<file path="config.mk">
export PLATFORM = sky130hd
export DESIGN_NAME = bitmap_frame_allocator
export DESIGN_NICKNAME = d
export VERILOG_FILES = /design/src/rtl/core/bfa_pkg.sv /design/src/rtl/core/bitmap_frame_allocator.sv
export SDC_FILE = /design/constraint.sdc
export NUM_CORES = 2
export LEC_CHECK = 0
export BUFFER_PORTS_ARGS = -buffer_cell sky130_fd_sc_hd__buf_2
export CAP_MARGIN = 20
export CELL_PAD_IN_SITES_DETAIL_PLACEMENT = 0
export CELL_PAD_IN_SITES_GLOBAL_PLACEMENT = 1
export CORE_UTILIZATION = 54
export CTS_CLUSTER_SIZE = 24
export DETAILED_ROUTE_END_ITERATION = 8
export PLACE_DENSITY_LB_ADDON = 0.1
export SLEW_MARGIN = 20
export SYNTH_ARGS = -nofsm -noshare
export SYNTH_HDL_FRONTEND = slang
export SYNTH_SLANG_ARGS = --single-unit
</file>
<file path="constraint.sdc">
create_clock -name aclk -period 9.81 [get_ports aclk]
set_input_delay 0.981 -clock aclk [delete_from_list [all_inputs] [get_ports aclk]]
set_output_delay 0.981 -clock aclk [all_outputs]
set_load 0.005 [all_outputs]
</file>
<file path="src/rtl/core/bfa_pkg.sv">
// ----------------------------------------------------------------------------
// bfa_pkg
// Shared field widths, action codes, status codes and register indexes of
// the bitmap frame allocator.
// ----------------------------------------------------------------------------
`default_nettype none

package bfa_pkg;

    localparam int ACTION_W      = 2;
    localparam int STATUS_W      = 3;
    localparam int PHYS_ADDR_W   = 64;
    localparam int CFG_COUNT_W   = 13;
    localparam int CFG_DATA_W    = 64;
    localparam int CFG_ADDR_W    = 4;

    localparam logic [CFG_COUNT_W-1:0] FRAME_COUNT_RST = 13'd4096;

    // action codes carried on s_tuser
    localparam logic [ACTION_W-1:0] ACT_ALLOC = 2'd0;
    localparam logic [ACTION_W-1:0] ACT_FREE  = 2'd1;
    localparam logic [ACTION_W-1:0] ACT_CLEAR = 2'd2;

    // status codes carried on m_tuser
    localparam logic [STATUS_W-1:0] ST_ALLOCATED    = 3'd0;
    localparam logic [STATUS_W-1:0] ST_OOM          = 3'd1;
    localparam logic [STATUS_W-1:0] ST_FREED        = 3'd2;
    localparam logic [STATUS_W-1:0] ST_ALREADY_FREE = 3'd3;
    localparam logic [STATUS_W-1:0] ST_RANGE        = 3'd4;
    localparam logic [STATUS_W-1:0] ST_CLEARED      = 3'd5;

    // register index, taken from paddr bit 3 (registers sit 8 bytes apart)
    localparam logic REG_REGION_BASE = 1'b0;
    localparam logic REG_FRAME_COUNT = 1'b1;

endpackage

`default_nettype wire

</file>
<file path="src/rtl/core/bitmap_frame_allocator.sv">
// ----------------------------------------------------------------------------
// bitmap_frame_allocator
// Page frame allocator over a bitmap held in one synchronous memory of
// WORD_BITS-bit words, one bit per frame, 1 meaning allocated. A request
// carries an action on s_tuser: allocate takes the lowest clear frame below
// min(frame_count, FRAMES_MAX) and returns region_base + index * page size;
// free turns an address into a frame index and clears its bit; clear empties
// the bitmap. Requests are handled one at a time, one result per request.
// Allocate reads one bitmap word per cycle through the memory read port.
// Free splits the frame index into word and bit with a shift and a mask,
// so WORD_BITS must be a power of two. Clear writes one word per cycle.
// s_tready returns in the cycle the result is loaded into the output
// register; a stalled result holds the block until the output register
// frees up. After reset the same clearing pass runs over every bitmap
// word before the first request is taken; configuration writes are
// taken at all times.
// ----------------------------------------------------------------------------
`default_nettype none

module bitmap_frame_allocator
    import bfa_pkg::*;
#(
    parameter int FRAMES_MAX = 4096,
    parameter int WORD_BITS  = 64,
    parameter int PAGE_SHIFT = 12
) (
    input  wire                    aclk,
    input  wire                    aresetn,
    // request channel
    input  wire                    s_tvalid,
    output logic                   s_tready,
    input  wire  [PHYS_ADDR_W-1:0] s_tdata,   // [63:0] frame_address
    input  wire  [ACTION_W-1:0]    s_tuser,   // [1:0] action
    // result channel
    output logic                   m_tvalid,
    input  wire                    m_tready,
    output logic [PHYS_ADDR_W-1:0] m_tdata,   // [63:0] result_address
    output logic [STATUS_W-1:0]    m_tuser,   // [2:0] status
    // configuration
    input  wire                    psel,
    input  wire                    penable,
    input  wire                    pwrite,
    input  wire  [CFG_ADDR_W-1:0]  paddr,
    input  wire  [CFG_DATA_W-1:0]  pwdata,
    output logic [CFG_DATA_W-1:0]  prdata,
    output logic                   pready
);

    localparam int WORD_COUNT = (FRAMES_MAX + WORD_BITS - 1) / WORD_BITS;
    localparam int WADDR_W    = (WORD_COUNT > 1) ? $clog2(WORD_COUNT) : 1;
    localparam int BIT_W      = $clog2(WORD_BITS);
    localparam int CNT_W      = $clog2(FRAMES_MAX + 1);
    localparam int BASE_W     = $clog2(FRAMES_MAX + WORD_BITS + 1);

    localparam logic [WADDR_W-1:0] END_WORD = WADDR_W'(WORD_COUNT - 1);

    typedef enum logic [2:0] {
        S_CLEAR,
        S_IDLE,
        S_SCAN,
        S_FCHK,
        S_FRD,
        S_FMOD,
        S_DONE
    } state_t;

    // bitmap memory
    logic [WORD_BITS-1:0] frame_mem [WORD_COUNT];
    logic [WORD_BITS-1:0] mem_rdata_reg;
    logic                 mem_we;
    logic [WADDR_W-1:0]   mem_waddr;
    logic [WORD_BITS-1:0] mem_wdata;
    logic                 mem_re;
    logic [WADDR_W-1:0]   mem_raddr;

    state_t state_reg, state_next;

    logic [PHYS_ADDR_W-1:0] region_base_reg, region_base_next;
    logic [CFG_COUNT_W-1:0] frame_count_reg, frame_count_next;

    logic [WADDR_W-1:0]     clr_addr_reg, clr_addr_next;
    logic                   clr_report_reg, clr_report_next;

    logic [WADDR_W-1:0]     rd_word_reg, rd_word_next;
    logic [BASE_W-1:0]      rd_base_reg, rd_base_next;
    logic [WADDR_W-1:0]     ev_word_reg, ev_word_next;
    logic [BASE_W-1:0]      ev_base_reg, ev_base_next;
    logic                   ev_valid_reg, ev_valid_next;

    logic [PHYS_ADDR_W-1:0] fdiff_reg, fdiff_next;
    logic                   fge_reg, fge_next;
    logic [CNT_W-1:0]       quot_reg, quot_next;
    logic [BIT_W-1:0]       rem_reg, rem_next;

    logic [PHYS_ADDR_W-1:0] pend_addr_reg, pend_addr_next;
    logic [STATUS_W-1:0]    pend_status_reg, pend_status_next;

    logic                   m_tvalid_reg, m_tvalid_next;
    logic [PHYS_ADDR_W-1:0] m_tdata_reg, m_tdata_next;
    logic [STATUS_W-1:0]    m_tuser_reg, m_tuser_next;

    logic [CNT_W-1:0]       eff_count;
    logic                   cfg_we;
    logic                   out_free;
    logic                   issue;
    logic [BASE_W-1:0]      rem_frames;
    logic [BIT_W:0]         rem_sat;
    logic [WORD_BITS-1:0]   valid_mask;
    logic [WORD_BITS-1:0]   free_bits;
    logic                   found;
    logic [BIT_W-1:0]       found_pos;
    logic [BASE_W-1:0]      res_idx;
    logic [PHYS_ADDR_W-1:0] alloc_addr;
    logic [PHYS_ADDR_W:0]   sub_wide;
    logic [PHYS_ADDR_W-1:0] free_idx;
    logic                   free_in_range;

    // ------------------------------------------------------------------
    // bitmap memory: one write port, one registered read port
    // ------------------------------------------------------------------
    always_ff @(posedge aclk) begin
        if (mem_we) begin
            frame_mem[mem_waddr] <= mem_wdata;
        end
        if (mem_re) begin
            mem_rdata_reg <= frame_mem[mem_raddr];
        end
    end

    // ------------------------------------------------------------------
    // datapath helpers
    // ------------------------------------------------------------------
    always_comb begin
        if (32'(frame_count_reg) > 32'(FRAMES_MAX)) begin
            eff_count = CNT_W'(FRAMES_MAX);
        end else begin
            eff_count = CNT_W'(frame_count_reg);
        end
    end

    assign cfg_we   = psel & penable & pwrite;
    assign out_free = !m_tvalid_reg || m_tready;
    assign issue    = rd_base_reg < BASE_W'(eff_count);

    // limit the scan to frames below the effective count
    assign rem_frames = BASE_W'(eff_count) - ev_base_reg;
    assign rem_sat    = (rem_frames >= BASE_W'(WORD_BITS)) ? (BIT_W+1)'(WORD_BITS)
                                                           : rem_frames[BIT_W:0];
    assign valid_mask = ~({WORD_BITS{1'b1}} << rem_sat);
    assign free_bits  = ~mem_rdata_reg & valid_mask;
    assign found      = |free_bits;

    always_comb begin
        found_pos = '0;
        for (int b = WORD_BITS - 1; b >= 0; b--) begin
            if (free_bits[b]) begin
                found_pos = BIT_W'(b);
            end
        end
    end

    assign res_idx    = ev_base_reg + BASE_W'(found_pos);
    assign alloc_addr = region_base_reg + (PHYS_ADDR_W'(res_idx) << PAGE_SHIFT);

    // borrow of the subtraction tells an address below the base
    assign sub_wide      = {1'b0, s_tdata} - {1'b0, region_base_reg};
    assign free_idx      = fdiff_reg >> PAGE_SHIFT;
    assign free_in_range = fge_reg && (free_idx < PHYS_ADDR_W'(eff_count));

    // ------------------------------------------------------------------
    // next-state logic
    // ------------------------------------------------------------------
    always_comb begin
        state_next       = state_reg;
        region_base_next = region_base_reg;
        frame_count_next = frame_count_reg;
        clr_addr_next    = clr_addr_reg;
        clr_report_next  = clr_report_reg;
        rd_word_next     = rd_word_reg;
        rd_base_next     = rd_base_reg;
        ev_word_next     = ev_word_reg;
        ev_base_next     = ev_base_reg;
        ev_valid_next    = ev_valid_reg;
        fdiff_next       = fdiff_reg;
        fge_next         = fge_reg;
        quot_next        = quot_reg;
        rem_next         = rem_reg;
        pend_addr_next   = pend_addr_reg;
        pend_status_next = pend_status_reg;
        m_tvalid_next    = m_tvalid_reg;
        m_tdata_next     = m_tdata_reg;
        m_tuser_next     = m_tuser_reg;

        mem_we    = 1'b0;
        mem_waddr = '0;
        mem_wdata = '0;
        mem_re    = 1'b0;
        mem_raddr = '0;

        if (cfg_we) begin
            case (paddr[3])
                REG_REGION_BASE: region_base_next = pwdata;
                REG_FRAME_COUNT: frame_count_next = pwdata[CFG_COUNT_W-1:0];
                default: ;
            endcase
        end

        if (m_tvalid_reg && m_tready) begin
            m_tvalid_next = 1'b0;
        end

        case (state_reg)
            S_CLEAR: begin
                mem_we    = 1'b1;
                mem_waddr = clr_addr_reg;
                mem_wdata = '0;
                clr_addr_next = clr_addr_reg + 1'b1;
                if (clr_addr_reg == END_WORD) begin
                    if (clr_report_reg) begin
                        pend_addr_next   = '0;
                        pend_status_next = ST_CLEARED;
                        state_next       = S_DONE;
                    end else begin
                        state_next = S_IDLE;
                    end
                end
            end
            S_IDLE: begin
                if (s_tvalid) begin
                    case (s_tuser)
                        ACT_ALLOC: begin
                            rd_word_next  = '0;
                            rd_base_next  = '0;
                            ev_valid_next = 1'b0;
                            state_next    = S_SCAN;
                        end
                        ACT_FREE: begin
                            fdiff_next = sub_wide[PHYS_ADDR_W-1:0];
                            fge_next   = !sub_wide[PHYS_ADDR_W];
                            state_next = S_FCHK;
                        end
                        ACT_CLEAR: begin
                            clr_addr_next   = '0;
                            clr_report_next = 1'b1;
                            state_next      = S_CLEAR;
                        end
                        default: begin
                            pend_addr_next   = '0;
                            pend_status_next = ST_RANGE;
                            state_next       = S_DONE;
                        end
                    endcase
                end
            end
            S_SCAN: begin
                // read the next word while the previous one is examined
                mem_re        = issue;
                mem_raddr     = rd_word_reg;
                rd_word_next  = rd_word_reg + 1'b1;
                rd_base_next  = rd_base_reg + BASE_W'(WORD_BITS);
                ev_word_next  = rd_word_reg;
                ev_base_next  = rd_base_reg;
                ev_valid_next = issue;
                if (ev_valid_reg && found) begin
                    mem_we           = 1'b1;
                    mem_waddr        = ev_word_reg;
                    mem_wdata        = mem_rdata_reg | (WORD_BITS'(1) << found_pos);
                    mem_re           = 1'b0;
                    pend_addr_next   = alloc_addr;
                    pend_status_next = ST_ALLOCATED;
                    state_next       = S_DONE;
                end else if (!ev_valid_reg && !issue) begin
                    pend_addr_next   = '0;
                    pend_status_next = ST_OOM;
                    state_next       = S_DONE;
                end
            end
            S_FCHK: begin
                if (free_in_range) begin
                    // split the frame index into word and bit
                    quot_next  = CNT_W'(free_idx >> BIT_W);
                    rem_next   = free_idx[BIT_W-1:0];
                    state_next = S_FRD;
                end else begin
                    pend_addr_next   = '0;
                    pend_status_next = ST_RANGE;
                    state_next       = S_DONE;
                end
            end
            S_FRD: begin
                mem_re     = 1'b1;
                mem_raddr  = quot_reg[WADDR_W-1:0];
                state_next = S_FMOD;
            end
            S_FMOD: begin
                pend_addr_next = '0;
                if (mem_rdata_reg[rem_reg]) begin
                    mem_we           = 1'b1;
                    mem_waddr        = quot_reg[WADDR_W-1:0];
                    mem_wdata        = mem_rdata_reg & ~(WORD_BITS'(1) << rem_reg);
                    pend_status_next = ST_FREED;
                end else begin
                    pend_status_next = ST_ALREADY_FREE;
                end
                state_next = S_DONE;
            end
            S_DONE: begin
                // hold the result until the output register is free
                if (out_free) begin
                    m_tvalid_next = 1'b1;
                    m_tdata_next  = pend_addr_reg;
                    m_tuser_next  = pend_status_reg;
                    state_next    = S_IDLE;
                end
            end
            default: begin
                state_next = S_IDLE;
            end
        endcase
    end

    // ------------------------------------------------------------------
    // state and registered outputs
    // ------------------------------------------------------------------
    always_ff @(posedge aclk) begin
        rd_word_reg     <= rd_word_next;
        rd_base_reg     <= rd_base_next;
        ev_word_reg     <= ev_word_next;
        ev_base_reg     <= ev_base_next;
        fdiff_reg       <= fdiff_next;
        fge_reg         <= fge_next;
        quot_reg        <= quot_next;
        rem_reg         <= rem_next;
        pend_addr_reg   <= pend_addr_next;
        pend_status_reg <= pend_status_next;
        m_tdata_reg     <= m_tdata_next;
        m_tuser_reg     <= m_tuser_next;
        if (!aresetn) begin
            state_reg       <= S_CLEAR;
            region_base_reg <= '0;
            frame_count_reg <= FRAME_COUNT_RST;
            clr_addr_reg    <= '0;
            clr_report_reg  <= 1'b0;
            ev_valid_reg    <= 1'b0;
            m_tvalid_reg    <= 1'b0;
        end else begin
            state_reg       <= state_next;
            region_base_reg <= region_base_next;
            frame_count_reg <= frame_count_next;
            clr_addr_reg    <= clr_addr_next;
            clr_report_reg  <= (state_reg == S_CLEAR && clr_addr_reg == END_WORD)
                               ? 1'b0 : clr_report_next;
            ev_valid_reg    <= ev_valid_next;
            m_tvalid_reg    <= m_tvalid_next;
        end
    end

    assign s_tready = (state_reg == S_IDLE);
    assign m_tvalid = m_tvalid_reg;
    assign m_tdata  = m_tdata_reg;
    assign m_tuser  = m_tuser_reg;
    assign pready   = 1'b1;

    always_comb begin
        case (paddr[3])
            REG_REGION_BASE: prdata = region_base_reg;
            REG_FRAME_COUNT: prdata = CFG_DATA_W'(frame_count_reg);
            default:         prdata = '0;
        endcase
    end

`ifndef NO_ASSERTIONS
    // an allocate write sets exactly one bit of the word it read
    a_alloc_one_bit: assert property (@(posedge aclk) disable iff (!aresetn)
        (mem_we && state_reg == S_SCAN) |->
            ($onehot(mem_wdata ^ mem_rdata_reg) &&
             ((mem_wdata & mem_rdata_reg) == mem_rdata_reg)))
        else $error("allocate write does not set exactly one new bit");

    // a free write clears exactly one bit of the word it read
    a_free_one_bit: assert property (@(posedge aclk) disable iff (!aresetn)
        (mem_we && state_reg == S_FMOD) |->
            ($onehot(mem_wdata ^ mem_rdata_reg) &&
             ((mem_wdata | mem_rdata_reg) == mem_rdata_reg)))
        else $error("free write does not clear exactly one bit");

    // out of memory and non-allocate results carry address zero
    a_oom_zero_addr: assert property (@(posedge aclk) disable iff (!aresetn)
        (m_tvalid && m_tuser != ST_ALLOCATED) |-> (m_tdata == '0))
        else $error("nonzero address on a result other than allocated");

    // the clearing pass stops after the last word
    a_clear_ends: assert property (@(posedge aclk) disable iff (!aresetn)
        (state_reg == S_CLEAR && clr_addr_reg == END_WORD) |=> (state_reg != S_CLEAR))
        else $error("clearing pass ran past the last word");

    // a read is never issued in the same cycle as a write
    a_no_rw_overlap: assert property (@(posedge aclk) disable iff (!aresetn)
        mem_we |-> !mem_re)
        else $error("bitmap read and write in the same cycle");
`endif

endmodule

`default_nettype wire
</file>
# [After elaboration in Yosys (flattened, before gate mapping)]
# Memories as Yosys holds them, arrays and structs flattened. A register that Yosys moved wholly into a read port is not among the register bits.
# Cells that the tools add are included.
[word_totals] reg_bits=338 mem_bits_rw=4096 input_bits=141 out_inout_bits=134 elab_cells=215 mem_count=1
[mem_list] name="frame_mem" words=64 width=64 read_ports=1 rd_ports_with_merged_regs=1 wr=1 line_no="bitmap_frame_allocator.sv:68" rtl="logic [WORD_BITS-1:0] frame_mem [WORD_COUNT];"
[op_classes] add_sub_neg=7 order_cmp=5 eq_ne=18 shifts=3 mux=124 bitwise=10 n_reduce_logical=28
[ops] operator="$mux W64" count=9
[ops] operator="$mux W6" count=70
[ops] operator="$pmux W64 S5" count=1
[ops] operator="$pmux W64 S2" count=2
[ops] operator="$not A64 Y64" count=3
[ops] operator="$and A64 B64 Y64" count=2
[ops] operator="$shl A1 B6 Y64 const A" count=2
[ops] operator="$sub A64 B64 Y65" count=1
[ops] operator="$add A64 B25 Y64" count=1
[ops] operator="$or A64 B64 Y64" count=1
[ops] operator="$reduce_or A64 Y1" count=1
[ops] operator="$shl A64 B7 Y64 const A" count=1
[ops] operator="$lt A52 B13 Y1" count=1
[ops] operator="$mux W13" count=3
[ops] operator="$mux W3" count=13
[ops] operator="$pmux W6 S2" count=3
[ops] operator="$pmux W13 S2" count=1
[ops] operator="$pmux W3 S7" count=1
[ops] operator="$pmux W6 S3" count=1
[ops] operator="$pmux W3 S5" count=1
[ops] operator="$add A13 B6 Y13" count=1
[ops] operator="$add A13 B7 Y13 const B" count=1
[ops] operator="$ge A13 B7 Y1 const B" count=1
[ops] operator="$gt A13 B13 Y1 const B" count=1
[ops] operator="35 further kinds" count=73

# [Depth between registers and ports, before layout]
[logic_depth] word_depth=76 mapped_depth=34 depth_no_buf=28

# [Least setup slack after synthesis]
# Ideal clock, no wire load.
[synth_timing] path_type="reg-to-reg" startpoint="reg frame_count_reg[12]" endpoint="reg pend_addr_reg[0], enable pin" setup_ps=575 arrival_time_ps=7920 required_time_ps=9235 slack_ps=1316 path_stages_with_launch=18 n_path_buf=3 synth_period_minus_slack_ps=8494 cell_sequence="dfxtp_1 clkbuf_1 inv_1 buf_1 nand2_1 inv_1 ha_1 nand4_1 nor3_1 buf_2 and3_1 o311a_1 and4_1 nand2_1 nor2_1 mux2_2 a21o_1 nor3_1"
[synth_between] elab_chain_len=12 elab_cells_between_ends=18 cone_classes="1 x add/sub; 4 x order compare; 2 x eq/ne; 1 x shift; 2 x mux; 2 x bitwise; 6 x reduce/logical"
[synth_lines] element="from (decl)" line_no="bitmap_frame_allocator.sv:79" rtl="logic [CFG_COUNT_W-1:0] frame_count_reg, frame_count_next;"
[synth_lines] element="from (signal assigned)" line_no="bitmap_frame_allocator.sv:349" rtl="frame_count_reg <= frame_count_next;"
[synth_lines] element="$gt A13 B13 Y1" line_no="bitmap_frame_allocator.sv:134" rtl="if (32'(frame_count_reg) > 32'(FRAMES_MAX)) begin"
[synth_lines] element="$mux W13 (*)" line_no="bitmap_frame_allocator.sv:134"
[synth_lines] element="$sub A13 B13 Y13" line_no="bitmap_frame_allocator.sv:146" rtl="assign rem_frames = BASE_W'(eff_count) - ev_base_reg;"
[synth_lines] element="$ge A13 B7 Y1" line_no="bitmap_frame_allocator.sv:147" rtl="assign rem_sat = (rem_frames >= BASE_W'(WORD_BITS)) ? (BIT_W+1)'(WORD_BITS)"
[synth_lines] element="$mux W7" line_no="bitmap_frame_allocator.sv:147"
[synth_lines] element="$shl A64 B7 Y64" line_no="bitmap_frame_allocator.sv:149" rtl="assign valid_mask = ~({WORD_BITS{1'b1}} << rem_sat);"
[synth_lines] element="$not A64 Y64" line_no="bitmap_frame_allocator.sv:149"
[synth_lines] element="$and A64 B64 Y64" line_no="bitmap_frame_allocator.sv:150" rtl="assign free_bits = ~mem_rdata_reg & valid_mask;"
[synth_lines] element="$reduce_or A64 Y1" line_no="bitmap_frame_allocator.sv:151" rtl="assign found = |free_bits;"
[synth_lines] element="$logic_and A1 B1 Y1" line_no="bitmap_frame_allocator.sv:264" rtl="if (ev_valid_reg && found) begin"
[synth_lines] element="$ne A3 B3 Y1 (no source line)"
[synth_lines] element="$reduce_and A7 Y1 (no source line) (*)"
[synth_lines] element="to (signal assigned)" line_no="bitmap_frame_allocator.sv:334" rtl="pend_addr_reg <= pend_addr_next;"
[synth_lines] element="to (decl)" line_no="bitmap_frame_allocator.sv:95" rtl="logic [PHYS_ADDR_W-1:0] pend_addr_reg, pend_addr_next;"
# Mark *: on every way between the ends. The rest lies on a longest branch, timed or not.
# A chain may end at the register's enable or synchronous reset.

# [Worst setup path in the final report]
[layout_timing] startpoint="reg frame_count_reg[12]" endpoint="mem frame_mem[13][39], enable pin"
[layout_between] elab_chain_len=14 elab_cells_between_ends=16 cone_classes="1 x add/sub; 2 x order compare; 1 x shift; 8 x mux; 2 x bitwise; 2 x reduce/logical"
[layout_lines] element="$gt A13 B13 Y1" line_no="bitmap_frame_allocator.sv:134"
[layout_lines] element="$mux W13 (*)" line_no="bitmap_frame_allocator.sv:134"
[layout_lines] element="$sub A13 B13 Y13 (*)" line_no="bitmap_frame_allocator.sv:146"
[layout_lines] element="$ge A13 B7 Y1" line_no="bitmap_frame_allocator.sv:147"
[layout_lines] element="$mux W7 (*)" line_no="bitmap_frame_allocator.sv:147"
[layout_lines] element="$shl A64 B7 Y64 (*)" line_no="bitmap_frame_allocator.sv:149"
[layout_lines] element="$not A64 Y64 (*)" line_no="bitmap_frame_allocator.sv:149"
[layout_lines] element="$and A64 B64 Y64 (*)" line_no="bitmap_frame_allocator.sv:150"
[layout_lines] element="$reduce_or A64 Y1 (*)" line_no="bitmap_frame_allocator.sv:151"
[layout_lines] element="$logic_and A1 B1 Y1 (*)" line_no="bitmap_frame_allocator.sv:264"
[layout_lines] element="$mux W1" line_no="bitmap_frame_allocator.sv:264"
[layout_lines] element="$pmux W1 S3" line_no="bitmap_frame_allocator.sv:212" rtl="case (state_reg)"
[layout_lines] element="$mux W1" line_no="bitmap_frame_allocator.sv:122" rtl="if (mem_we) begin"
[layout_lines] element="$mux W1 (not written as such)" line_no="bitmap_frame_allocator.sv:123" rtl="frame_mem[mem_waddr] <= mem_wdata;"
[layout_lines] element="to (decl)" line_no="bitmap_frame_allocator.sv:68"
# Marked as above.

==> results.md <==
* 1st-iter DRT viols at between 10000 and 15000
* Synth top area cells: edfxtp_1, mux4_2, nand2_1, a211oi_1, a21oi_1
* Skew final at slightly above 0.06 ns
* Core footprint at approximately 330000 um2
* CP max stage cell: a222oi_1
* Routed length per instance at roughly 35 um
* Area of the die at about 330000 um2
* Mapped cell area at 178200 um2
* Outcome: complete, no violations
* Design Area, Final at 201800 um2
* Total power at between 40000 and 50000 uW
* Worst endpoint required time at roughly 10 ns
* Synth Area in Adders at less than 1%
* First-pass iteration count of the detailed router at 6
* Fraction of the mapped netlist area in compound gates at 4.953%
* Top cell type's share of synthesized area at roughly 74%
* H-tree levels at 5
* Worst-path clk slew at roughly 0.06 ns
* Placed Area at approximately 190000 um2
* Setup TNS at 0 ns
* Mux cell area share after synthesis at between 10% and 20%
* Hold buffer count at cts at 0
* Gp weighted congestion at roughly 0.91
* CP delay by family, top: simple AND/OR/NAND/NOR gates
* Pwr/cell area at roughly 230 nW/um2
* Mapped Cells at between 9000 and 10000
* Hold Slack at 0.2356 ns
* Total grt overflow at 0
* Ys async rst share at 0%
* Register bit total from synthesis at between 4000 and 5000
* Post-CTS Setup Repair Bufs at 0
* Row Count at 210
* CTS resizes at 0
* Main combinational cell family by area after synthesis: multiplexers
* Pins Over Slew Limit at 0
* Post-synth top flop: edfxtp_1
* Via count at 96820
* Post-synth top area cell: edfxtp_1
* Warnings from Yosys at 0
* Root buffer cell: clkbuf_16
* DRC Markers at 0
* Total leakage power at around 0.055 uW
* Crit path buf inv count at 5
* Worst hold path type: in2reg
* Post-Synth XOR/XNOR Area at 0.4473%
* Vias in the first global route at around 96000
* CP cell instances: buf_4 > inv_1 > buf_4 > nand2_1 > inv_1 > ha_1 > nand4_1 > nor4_4 > a21oi_1 > or4_4 > nor4b_4 > nand3_2 > o21ai_2 > nor2_2 > a222oi_1 > nand2_1 > nor2_4 > buf_12
* Max FO, Critical Path at 53
* Largest register FFs at approximately 4100
* Setup crit start kind: flip-flop
* VDD IR-drop max at approximately 0.00021 V
* Post-Synth Simple-Gate Area at around 4.3%
* Non-filler instance count after layout at about 15000
* Clock buffer depth at 4
* Hold Vio Cnt, Final at 0
* Syn-to-layout area delta at 13.28%
* CTS buffer count at 449
* Die W at about 580 um
* Storage element area at between 100000 and 150000 um2
* Critical Path AT at just over 9 ns
* Fin nets at approximately 10000
* Worst Setup End Kind: flip-flop
* Setup CP Type: reg2reg
* Slew HR at between 10% and 20%
* Syn avg cell area at ~19 um2
* Antenna violations before repair at 25
* Effective utilization at floorplan at a little over half
* Worst Tran Pin Value at ~1.2 ns
* Top Ports at about 280
* Multi-input logic area at about 44000 um2
* Die Height at slightly below 600 um
* Filler Cell Count at ~23000
* Worst-Skew Late Latency at slightly above 1 ns
* Largest register by flop count: frame_mem
* Seq/Total Area, Yosys at 74.90%
* Clk sinks at around 4500
* Syn nets at between 9000 and 10000
* RSZ-0062 raised after global routing: false
* Final setup vio count at 0
* DRT antenna net count at 0
* Vias per inst at 6.621
* Tot GR Track Use at 31.00%
* Share of cells above drive strength 1 at 23.71%
* Cells after DPL at around 14000
* PortBufs at 270
* Largest net degree at the start of global routing at 109
* First-pass GRT wire length at 725000 um
* Max Freq at 115.6 MHz
* Yosys cell types at 90
* Drt total wl at 514200 um
* Post-synth EDFFs at around 4400
* TritonCTS clock tree: done
* Maxcap violations at 0
* HPWL Detailed at 288500 um
* Crit path largest cell delay at 1.06 ns
* Final Cycle Share at between 80% and 90%
* Minimum clock period at 8.647 ns
## stage by stage
| stage | worst slack, ns | util (%) |
|---|---|---|
| after floorplan | 1.316 | - |
| after global placement | 1.299 | 57.21 |
| after detailed placement | 1.159 | 57.25 |
| after CTS | 1.093 | 61.59 |
| after global routing | 0.8082 | 61.60 |
| final | 1.163 | 61.60 |
## layout by cell type (no fill, tap or decap), drive strengths merged, types with 10 or more instances in the layout
cell type,count
a31oi,151
nand4,24
and2,274
clkinvlp,11
a311oi,134
nand2,766
a21o,49
and3,16
edfxtp,4385
o21bai,11
or2,15
a211oi,332
o21ai,124
buf,598
o211ai,12
o21a,24
nor4,31
clkinv,202
nand2b,29
ha,102
nor2b,41
a21oi,438
or3,15
clkbuf,573
mux4,1045
o31ai,12
xor2,23
bufinv,36
diode,10
xnor2,68
nand3,47
inv,111
nor3,61
dfxtp,89
nor2,309
## logic make-up (layout without fill, tap and decap cells)
kind of cell,after synthesis,in the layout
other,1,11
adders and majority gates,104,104
muxes,1047,1047
AOI/OAI and AO/OA,1351,1351
DFF,4474,4474
xor gates and xnor gates,91,91
buffers and inverters,660,1531
and+or+nand+nor,1667,1667
## metal layers
metal | routed length (um) | GRT usage (%) | vias up | part of all wire, %
met5 | 91 | 0 | - | 0.018
met4 | 15750 | 9.026 | 12 | 3.1
met3 | 48380 | 5.221 | 737 | 9.4
met2 | 240500 | 48.27 | 5033 | 47
met1 | 209500 | 45.65 | 51650 | 41
li1 | - | - | 39390 | -
## final timing paths
path | slack, ns | cells after the start | startpoint | endpoint
max reg2reg | 1.16 | 18 | frame_count_reg[12] | frame_mem[13][39]
min reg2reg | 0.41 | 0 | pend_addr_reg[62] | m_tdata[62]
min | 0.24 | 3 | pwdata[12] | region_base_reg[12]
max | 1.16 | 18 | frame_count_reg[12] | frame_mem[13][39]
## layout make-up
type	instances	area share (%)
Inverter	103	0.1915
Tap cell	4346	2.694
Clock inverter	257	1.131
Multi-Input combinational cell	4261	21.57
Antenna cell	10	0.01240
Timing Repair Buffer	599	2.380
Clock buffer	572	5.906
Sequential cell	4474	66.12
## synth_stat cells (8+ instances only)
| cell type | number |
|---|---|
| xor2_1 | 23 |
| inv_1 | 100 |
| a211oi_1 | 332 |
| and2_1 | 274 |
| a2111oi_0 | 8 |
| nand2b_1 | 29 |
| nand2_1 | 766 |
| a21o_1 | 49 |
| o31ai_1 | 11 |
| nor2_1 | 309 |
| or2_2 | 14 |
| or3_1 | 15 |
| a31oi_1 | 151 |
| a21oi_1 | 437 |
| clkbuf_1 | 372 |
| and3_1 | 16 |
| o21ai_0 | 121 |
| mux4_2 | 1045 |
| nor3_1 | 61 |
| nor2b_1 | 41 |
| nor4_1 | 27 |
| nand3_1 | 46 |
| xnor2_1 | 68 |
| o21bai_1 | 11 |
| a311oi_1 | 133 |
| o211ai_1 | 12 |
| dfxtp_1 | 89 |
| nand4_1 | 24 |
| buf_1 | 178 |
| a22oi_1 | 9 |
| edfxtp_1 | 4385 |
| o21a_1 | 24 |
| ha_1 | 102 |
## worst register-to-register path: stages, from the launching register on
cell      delay (ns)
dfxtp_1         0.31
buf_4           0.30
inv_1           0.07
buf_4           0.22
nand2_1         0.16
inv_1           0.06
ha_1            0.27
nand4_1         0.29
nor4_4          0.95
a21oi_1         0.27
or4_4           0.66
nor4b_4         0.52
nand3_2         0.23
o21ai_2         0.24
nor2_2          0.26
a222oi_1        1.07
nand2_1         0.81
nor2_4          0.82
buf_12          0.46
## where the power goes
part	total [uW]	switching [uW]	internal [uW]
Sequential	22000	320	21700
Combinational	8650	5750	2900
Clock	16700	7190	9500
Power figures use the tool's default switching activity.
